$ cat src/rtl/gci_pkg.sv
`default_nettype none
// ---------------------------------------------------------------------------
// gci_pkg
// shared constants and types for the grid cell indexer
// ---------------------------------------------------------------------------
package gci_pkg;

  localparam int SIDE_BITS = 6;
  localparam int MAX_SIDE = 64;
  localparam int IDX_BITS = 12;
  localparam int MAX_CELLS = 4096;
  localparam int SLOT_BITS = 2 * SIDE_BITS;
  localparam int MAX_RADIUS = 3;

  localparam logic [1:0] OP_INSERT = 2'd0;
  localparam logic [1:0] OP_QCOORD = 2'd1;
  localparam logic [1:0] OP_QINDEX = 2'd2;

  localparam logic [1:0] ST_OK = 2'd0;
  localparam logic [1:0] ST_OUTSIDE = 2'd1;
  localparam logic [1:0] ST_NOINDEX = 2'd2;

  localparam logic [2:0] REG_ORIGIN_X = 3'd0;
  localparam logic [2:0] REG_ORIGIN_Y = 3'd1;
  localparam logic [2:0] REG_CELL_SIZE = 3'd2;
  localparam logic [2:0] REG_GRID_W = 3'd3;
  localparam logic [2:0] REG_GRID_H = 3'd4;

  typedef struct packed {
    logic start;
    logic [32:0] dividend;
    logic [15:0] divisor;
  } div_req_t;

  typedef struct packed {
    logic done;
    logic [32:0] quotient;
  } div_rsp_t;

endpackage
`default_nettype wire

$ cat src/rtl/gci_divider.sv
`default_nettype none
// ---------------------------------------------------------------------------
// gci_divider
// restoring unsigned divider, one quotient bit per cycle for a 33-bit quotient
// ---------------------------------------------------------------------------
module gci_divider (
  input  wire logic              clk,
  input  wire logic              rst_n,
  input  wire gci_pkg::div_req_t req,
  output gci_pkg::div_rsp_t      rsp
);

  logic [32:0] quo_r, quo_nxt;
  logic [16:0] rem_r, rem_nxt;
  logic [15:0] dvs_r, dvs_nxt;
  logic [5:0]  cnt_r, cnt_nxt;
  logic        busy_r, busy_nxt;
  logic        done_r, done_nxt;
  logic [17:0] trial;

  always_comb begin
    quo_nxt = quo_r;
    rem_nxt = rem_r;
    dvs_nxt = dvs_r;
    cnt_nxt = cnt_r;
    busy_nxt = busy_r;
    done_nxt = 1'b0;
    trial = {rem_r, quo_r[32]} - {2'b00, dvs_r};
    if (req.start) begin
      quo_nxt = req.dividend;
      rem_nxt = '0;
      dvs_nxt = req.divisor;
      cnt_nxt = 6'd33;
      busy_nxt = 1'b1;
    end else if (busy_r) begin
      if (trial[17]) begin
        rem_nxt = {rem_r[15:0], quo_r[32]};
        quo_nxt = {quo_r[31:0], 1'b0};
      end else begin
        rem_nxt = trial[16:0];
        quo_nxt = {quo_r[31:0], 1'b1};
      end
      cnt_nxt = cnt_r - 6'd1;
      if (cnt_r == 6'd1) begin
        busy_nxt = 1'b0;
        done_nxt = 1'b1;
      end
    end
  end

  always_ff @(posedge clk) begin
    if (!rst_n) begin
      busy_r <= 1'b0;
      done_r <= 1'b0;
      cnt_r <= '0;
    end else begin
      busy_r <= busy_nxt;
      done_r <= done_nxt;
      cnt_r <= cnt_nxt;
    end
    quo_r <= quo_nxt;
    rem_r <= rem_nxt;
    dvs_r <= dvs_nxt;
  end

  assign rsp.done = done_r;
  assign rsp.quotient = quo_r;

endmodule
`default_nettype wire
$ cat config.mk
export PLATFORM = sky130hd
export DESIGN_NAME = gci_divider
export DESIGN_NICKNAME = d
export VERILOG_FILES = /design/src/rtl/gci_pkg.sv /design/src/rtl/gci_divider.sv
export SDC_FILE = /design/constraint.sdc
export NUM_CORES = 1
export LEC_CHECK = 0
export ABC_AREA = 1
export BUFFER_PORTS_ARGS = -buffer_cell sky130_fd_sc_hd__buf_2
export CAP_MARGIN = 20
export CORE_MARGIN = 2
export CORE_UTILIZATION = 34
export DETAILED_ROUTE_END_ITERATION = 8
export GPL_TIMING_DRIVEN = 1
export MAX_ROUTING_LAYER = met4
export SYNTH_ARGS = -nofsm -noshare
export SYNTH_HDL_FRONTEND = slang
export SYNTH_SLANG_ARGS = --single-unit
$ cat constraint.sdc
create_clock -name clk -period 2.5 [get_ports clk]
set_input_delay 0.125 -clock clk [delete_from_list [all_inputs] [get_ports clk]]
set_output_delay 0.125 -clock clk [all_outputs]
set_load 0.01 [all_outputs]
==> metrics.cfg, run 1 <==
[critical_path]
crit_family=adder cells
worstSetupStartpointType=register
critical_path.cell_chain=inv_1, ha_1, fa_1, o21ai_1, nand2_1, o21bai_1, nand2_1, nand2_1, nand2_1, nand2_1, nand2_1, nand3_1, nand2_1
path_common_cell=nand2_1
worstPathRequired_ns=2.73
path_class=reg2reg
worstPathMaxFanout=3
crit_path_end_kind=register
cp_slowest_stage_delay_ns=0.42
cp_slowest_cell=fa_1
crit_arrival_ns=2.47
crit_buf_inv=1

[sta]
tightest_slew_ns=0.5487
setup_ws_ns=0.2537
skew_ns=0.01042
max_slew_margin_pct=63.38
slew_viol_final=0
timing.final.crit_share_pct=89.85
fmax_mhz=445.2
finalSetupViolCount=0
period_needed_ns=2.246
hold_violations=0
rsz0062_at_grt=false
fin_setup_tns_ns=0

[worst_hold_path]
min_path_type=in2reg

[power]
ir_drop_mv=0.3767
p_leak_nw=2.742
cellPowerDensity_nw_per_um2=598.7

[clock_network]
tritoncts=yes
ctsResizeCount=0
cts-root-buf=clkbuf_16
clk_path_buf_depth=2
clock-sinks=74
cts_buffers=9
cts_setup_buffers=0
clk_pin_slew_worst_paths_ns=0.06
clkLatencyLatePin_ns=0.34
h-tree-depth=3

[cells_and_area]
antennaDiodeCount=0
final_nets=722
fin_cells=803
design_area_um2=5233
synthToLayoutAreaGrowth_pct=25.06
drive_gt1_share_pct=19.05
final_core_utilization_pct=43.56

[logic_synthesis]
ys_ff_latch=74
yosys-top-cells-area=edfxtp_1 (35%), nand2_1 (21%), dfxtp_1 (12%), inv_1 (6.3%), nand3_1 (5.7%)
ys_types=36
syn_nets=617
synth_area_um2=4184
yosysWarnings=0
ys.flop_type=edfxtp_1
synth.most_common_cell=nand2_1
synth_top_area_share_pct=35.17
synth_edf_count=49
async_flop_share_pct=0
synth_common_cells=nand2_1 (236), inv_1 (70), edfxtp_1 (49), nand3_1 (48), dfxtp_1 (25)
yosys.area.top_type=edfxtp_1
postSynthAreaPerCell_um2=7.663
ys_seq_area_share_pct=47.13
synth_cells=546

[placement]
post-place-ws_ns=0.2737
dp_cells=771
port-buffer-count=85
place_congestion=0.9233
place_hpwl_um=7096
dpl_cell_area_um2=4788

[grt]
antenna_found_initial=0
grt_start_max_net_pins=42
grt_overflow_total=0
grt_pass1_wl_um=16670
grt_use_total_pct=16.51
grt_pass1_vias=3681

[drt]
vias=3737
antenna_left=0
drc_errors=0
via_per_inst=4.654
wirelength_um=9933
initialDrtViolationCount=190
wire_per_inst_um=12.37
drt-pass1-iter-count=4

[job]
drv_cap=0

[floorplan]
dieArea_um2=13210
core_area_um2=12010
die_h_um=114.9
die-width_um=114.9
ios=86
num_rows=40
initial_utilization_pct=34.83

[run_status]
run_status=finished, final reports clean

==> where the power goes <==
group | switching (mW) | leakage [nW] | internal, mW
Sequential | 0.0489 | 0.697 | 1.41
Clock | 0.515 | 0.132 | 0.729
Combinational | 0.251 | 1.91 | 0.177
==> through the flow <==
stage	hold WS, ns	power, mW
2_1_floorplan	0.2239	1.721
3_3_place_gp	0.3036	1.890
3_5_place_dp	0.3038	1.896
4_1_cts	0.03526	3.176
5_1_grt	0.04724	3.279
6_report	0.04173	3.133
==> timing repair <==
item,4_1_cts,5_1_grt
hold endpoints to repair,16,0
hold buffers,16,0
setup endpoints to repair,0,0
==> placed cells by master, fill, tap and decap left out, types with 2 or more instances in the layout <==
master / count
clkbuf_1: 2
clkbuf_8: 2
nand2_2: 2
xnor2_1: 6
clkinvlp_4: 2
o21bai_1: 3
nand2_4: 4
ha_1: 18
inv_2: 6
dlygate4sd3_1: 16
buf_2: 85
o21ai_1: 2
nand3b_1: 4
dfxtp_1: 25
nor3_1: 3
and3_1: 3
clkbuf_16: 9
nand2_1: 236
xor2_1: 2
o21ai_0: 5
inv_1: 70
nor2_1: 22
buf_4: 6
nand3_1: 48
edfxtp_1: 49
a21oi_1: 11
nor3b_1: 2
==> worst paths after layout <==
check	from	endpoint	slack, ns	cells past startpoint
setup reg to reg	quo_r[32]	rem_r[10]	0.25	13
hold / removal	rst_n	cnt_r[0]	0.04	3
setup / recovery	quo_r[32]	rem_r[10]	0.25	13
hold reg to reg	rem_r[8]	rem_r[8]	0.47	2
==> layer usage <==
metal / global-route usage [%] / part of all wire [%]
met1: 20.23 / 47
met2: 25.41 / 44
met3: 5.693 / 6.7
met4: 5.783 / 1.8
met5: - / 0
==> layout make-up <==
cell class / count / area [um2]
well taps: 147 / 183.9
flip-flops and latches: 74 / 1972
repair buffers: 108 / 650.6
clock inverters: 3 / 23.77
clock buffers: 13 / 260.3
multi-input cells: 381 / 1853
fillers: 1223 / 6779
inverters: 77 / 289.0
==> flip-flops by register name (all words and copies together) (netlist names) <==
signal,cells
busy_r,1
cnt_r,6
done_r,1
dvs_r,16
quo_r,33
rem_r,17
==> logic make-up after synthesis <==
| family | count (synthesis) | share of synthesized area [%] |
|---|---|---|
| fa+ha+maj | 19 | 5.861 |
| compound gates | 23 | 3.080 |
| flops | 74 | 47.13 |
| buf+inv | 91 | 8.582 |
| xor+xnor | 8 | 1.675 |
| simple gates | 331 | 33.67 |
==> tightest hold or removal path, delay by kind of cell <==
| family | cells | cell delay (ns) |
|---|---|---|
| AOI/OAI and AO/OA | 1 | 0.08 |
| buffers and inverters | 2 | 0.16 |
No activity file was read; power rests on OpenSTA's default activity.
==> inputs of run 2 (changes only) <==
--- a/config.mk
+++ b/config.mk
@@ -8,7 +8,6 @@
 export ABC_AREA = 1
 export BUFFER_PORTS_ARGS = -buffer_cell sky130_fd_sc_hd__buf_2
 export CAP_MARGIN = 20
-export CORE_MARGIN = 2
 export CORE_UTILIZATION = 34
 export DETAILED_ROUTE_END_ITERATION = 8
 export GPL_TIMING_DRIVEN = 1
==> run 2 against run 1 <==
Against the previous run:
- critical path depth did not move
- setup slack improved by 0.084 ns
- combinational power barely moved
- hold slack improved by 0.0023 ns
- global-route usage rose by 0.43 points
- cell count did not move
- die area fell by 3.4%
- clock skew fell by 0.0020 ns
- total power fell by 1.5%
- fmax rose by 3.9%
- critical endpoint unchanged
==> metrics.cfg, run 2 (synthesized netlist as in run 1, its figures left out) <==
[sta]
max_slew_margin_pct=71.81
period_needed_ns=2.162
fmax_mhz=462.5
fin_setup_tns_ns=0
finalSetupViolCount=0
rsz0062_at_grt=false
timing.final.crit_share_pct=86.48
setup_ws_ns=0.3380
tightest_slew_ns=0.4229
slew_viol_final=0
hold_violations=0
skew_ns=0.008435

[floorplan]
num_rows=40
initial_utilization_pct=34.83
core_area_um2=12010
dieArea_um2=12750
die_h_um=112.9
die-width_um=112.9
ios=86

[grt]
grt_overflow_total=0
grt_use_total_pct=16.94
grt_pass1_vias=3613
grt_start_max_net_pins=42
grt_pass1_wl_um=16550
antenna_found_initial=0

[clock_network]
tritoncts=yes
clk_pin_slew_worst_paths_ns=0.06
cts_buffers=9
cts-root-buf=clkbuf_16
h-tree-depth=3
clk_path_buf_depth=2
clock-sinks=74
clkLatencyLatePin_ns=0.34

[placement]
port-buffer-count=85
place_hpwl_um=7000
dpl_cell_area_um2=4776
place_congestion=0.9374
post-place-ws_ns=0.2849

[critical_path]
path_common_cell=nand2_1
r2r_start=quo_r[32]
worstPathMaxFanout=3
path_class=reg2reg
worstPathRequired_ns=2.73
crit_arrival_ns=2.39
crit_family=adder cells
cp_slowest_stage_delay_ns=0.42
crit_path_end_kind=register
crit_start=quo_r[32]
rr_worst_depth=13
crit_path_end=rem_r[10]
rrSetupSlack_ns=0.34
critical_path.cell_chain=inv_1, ha_1, fa_1, o21ai_1, nand2_1, o21bai_2, nand2_1, nand2_1, nand2_1, nand2_1, nand2_1, nand3_1, nand2_1
cp_slowest_cell=fa_1
crit_buf_inv=1
path_depth=13
worstSetupStartpointType=register
r2r_end=rem_r[10]

[job]
drv_cap=0

[cells_and_area]
final_common_cell=nand2_1
largest_reg_flops=33
final_nets=722
reg_top3=quo_r x33, rem_r x17, dvs_r x16
antennaDiodeCount=0
design_area_um2=5210
drive_gt1_share_pct=19.21
synthToLayoutAreaGrowth_pct=24.52
final_core_utilization_pct=43.38
regMostFlops=quo_r
mostFrequentLayoutCells=nand2_1 (236), buf_2 (85), inv_1 (70), edfxtp_1 (49), nand3_1 (48)

[drt]
met3WireLength_um=537
top_layer=met4
drt-pass1-iter-count=4
drc_errors=0
via_per_inst=4.580
antenna_left=0
initialDrtViolationCount=172
wire_per_inst_um=11.98
met2_length_um=4332
vias=3678
wirelength_um=9622
m1WireLength_um=4663

[power]
ir_drop_mv=0.4066
cellPowerDensity_nw_per_um2=592.4
p_leak_nw=2.737

[run_status]
run_status=finished, final reports clean

[worst_hold_path]
min_path_type=in2reg

## run 2: changes by cell type in the layout (fill, tap and decap cells not counted), sizes merged
cell    previous run  this run
clkbuf            13        10
clkinv             2         4
inv               76        77
## run 2: routing by layer
layer | track usage [%] | up-vias
met3 | 5.410 | 4
met1 | 20.83 | 1659
li1 | - | 1925
met2 | 26.46 | 90
met5 | - | -
met4 | 5.439 | 0
## run 2: metrics by stage
step	total power, mW	hold WS (ns)	instances
6_report	3.086	0.04403	803
5_1_grt	3.241	0.04651	803
3_3_place_gp	1.887	0.3042	771
4_1_cts	3.126	0.03536	803
3_5_place_dp	1.894	0.3045	771
2_1_floorplan	1.721	0.2239	546
## run 2: report_power, final
group / internal, mW / switching (mW)
clock: 0.672 / 0.529
combinational: 0.175 / 0.251
sequential: 1.41 / 0.0463
## run 2: tightest hold or removal path: cells and delay by family
family	cells	cell delay, ns
buf+inv	2	0.15
compound gates	1	0.08
## run 2: layout make-up
class | count | area (um2)
multi-input cells | 381 | 1857
flip-flops and latches | 74 | 1972
fillers | 1244 | 6802
clock inverters | 6 | 41.29
well taps | 147 | 183.9
repair buffers | 108 | 638.1
inverters | 77 | 289.0
clock buffers | 10 | 229.0
## run 2: how the worst min path moves through the flow
stage / startpoint / to / slack, ns / cells after the start
floorplan: req[0] / dvs_r[0] / 0.22 / 0
global placement: req[4] / dvs_r[4] / 0.30 / 1
detailed placement: req[4] / dvs_r[4] / 0.30 / 1
CTS: rst_n / cnt_r[0] / 0.04 / 3
global route: req[21] / quo_r[5] / 0.05 / 3
finish: rst_n / cnt_r[5] / 0.04 / 3
## run 2: what timing repair did
item	CTS	global route
setup buffers	0	0
endpoints found under the setup margin	0	2
resized for setup	0	1
hold endpoints to repair	16	0
hold buffers	16	0
==> inputs of run 3 (changes only) <==
--- a/config.mk
+++ b/config.mk
@@ -12,6 +12,7 @@
 export DETAILED_ROUTE_END_ITERATION = 8
 export GPL_TIMING_DRIVEN = 1
 export MAX_ROUTING_LAYER = met4
+export PLACE_DENSITY = 0.53
 export SYNTH_ARGS = -nofsm -noshare
 export SYNTH_HDL_FRONTEND = slang
 export SYNTH_SLANG_ARGS = --single-unit
==> run 3 against run 2 <==
Against the previous run:
- global-route usage increased by 0.49 points
- utilization is 0.51 points higher
- non-clock buffer count unchanged
- clock power increased by 22%
- total power is 8.5% higher
- count of clock-buffer cells in the layout grew 1
- hold slack worse by 0.0015 ns
- final area increased by 1.2%
- combinational power hardly changed
- die area is the same
==> metrics.cfg, run 3 (synthesized netlist as in run 1, its figures left out) <==
[run_status]
run_status=finished, final reports clean

[critical_path]
cp_slowest_cell=fa_1
worstPathRequired_ns=2.74
crit_path_end_kind=register
crit_arrival_ns=2.46
worstSetupStartpointType=register
crit_buf_inv=1
path_class=reg2reg
critical_path.cell_chain=inv_1, ha_1, fa_1, o21ai_1, nand2_1, o21bai_1, nand2_1, nand2_1, nand2_1, nand2_1, nand2_1, nand3_1, nand2_1
worstPathMaxFanout=3
cp_slowest_stage_delay_ns=0.42
crit_family=adder cells
path_common_cell=nand2_1

[cells_and_area]
drive_gt1_share_pct=19.05
antennaDiodeCount=0
final_nets=722
largest_reg_flops=33
regMostFlops=quo_r
final_core_utilization_pct=43.89
final_common_cell=nand2_1
design_area_um2=5271
reg_top3=quo_r x33, rem_r x17, dvs_r x16
fin_cells=803
mostFrequentLayoutCells=nand2_1 (236), buf_2 (85), inv_1 (70), edfxtp_1 (49), nand3_1 (48)
fillers=1224
synthToLayoutAreaGrowth_pct=25.99

[floorplan]
ios=86
num_rows=40
die_h_um=112.9
core_area_um2=12010
initial_utilization_pct=34.83
dieArea_um2=12750
die-width_um=112.9

[placement]
port-buffer-count=85
post-place-ws_ns=0.2747
dpl_cell_area_um2=4776
place_congestion=0.8696
place_hpwl_um=7298
dp_cells=771

[power]
p_leak_nw=2.765
cellPowerDensity_nw_per_um2=635.3
p_total_mw=3.349
ir_drop_mv=0.3621

[worst_hold_path]
min_path_type=in2reg

[sta]
skew_ns=0.009178
fmax_mhz=450.2
fin_setup_tns_ns=0
rsz0062_at_grt=false
timing.final.crit_share_pct=88.86
setup_ws_ns=0.2786
slew_viol_final=0
max_slew_margin_pct=69.93
period_needed_ns=2.221
tightest_slew_ns=0.4510
hold_violations=0
timing.hold.ws_ns=0.04251
finalSetupViolCount=0

[drt]
via_per_inst=4.553
wirelength_um=10090
antenna_left=0
initialDrtViolationCount=170
wire_per_inst_um=12.57
drc_errors=0
vias=3656
drt-pass1-iter-count=4

[grt]
grt_overflow_total=0
grt_start_max_net_pins=43
grt_use_total_pct=17.43
grt_pass1_wl_um=16720
grt_pass1_vias=3587
antenna_found_initial=0

[clock_network]
ctsResizeCount=0
clock-sinks=74
clk_pin_slew_worst_paths_ns=0.06
cts-root-buf=clkbuf_16
h-tree-depth=3
cts_buffers=9
clk_path_buf_depth=2
tritoncts=yes
clkLatencyLatePin_ns=0.34

[job]
drv_cap=0

-- run 3: cell count changes in the layout (fill, tap and decap cells not counted) --
cell        change
bufinv_16       +3
clkbuf_1        +1
clkinv_1        -1
clkinv_4        -1
clkinvlp_4      -1
inv_6           -1
o21bai_1        +1
o21bai_2        -1
-- run 3: timing repair --
action / 4_1_cts / 5_1_grt
hold endpoints to repair: 16 / 0
endpoints found under the setup margin: 0 / 0
setup buffers: 0 / 0
hold buffers: 16 / 0
-- run 3: layout make-up --
cell class | instances | area, um2 | share of cell area (%)
inverters | 77 | 289.0 | 5.483
well taps | 147 | 183.9 | 3.489
flip-flops and latches | 74 | 1972 | 37.41
multi-input cells | 381 | 1853 | 35.15
repair buffers | 108 | 638.1 | 12.11
clock inverters | 5 | 102.6 | 1.946
clock buffers | 11 | 232.7 | 4.415
-- run 3: worst min-delay path: cells and delay by family --
kind | cells | cell delay (ns)
AOI/OAI and AO/OA | 1 | 0.03
buffers and inverters | 1 | 0.12
and+or+nand+nor | 1 | 0.06
-- run 3: power breakdown --
part	switching (mW)	internal [mW]
Combinational	0.252	0.174
Clock	0.490	0.973
Sequential	0.0469	1.41
-- run 3: per-layer routing --
layer,routed length (um),track usage [%],part of all wire [%],vias up
met2,4405,27.08,44,93
met1,4898,21.20,49,1626
met3,589,5.142,5.8,11
met5,0,-,0,-
met4,200,7.193,2.0,0
li1,-,-,-,1926
-- run 3: worst paths after layout --
| kind | from | to | slack, ns | depth (start not counted) |
|---|---|---|---|---|
| max reg2reg | quo_r[32] | rem_r[14] | 0.28 | 13 |
| min | rst_n | busy_r | 0.04 | 3 |
| min reg2reg | rem_r[9] | rem_r[9] | 0.47 | 2 |
| max | quo_r[32] | rem_r[14] | 0.28 | 13 |
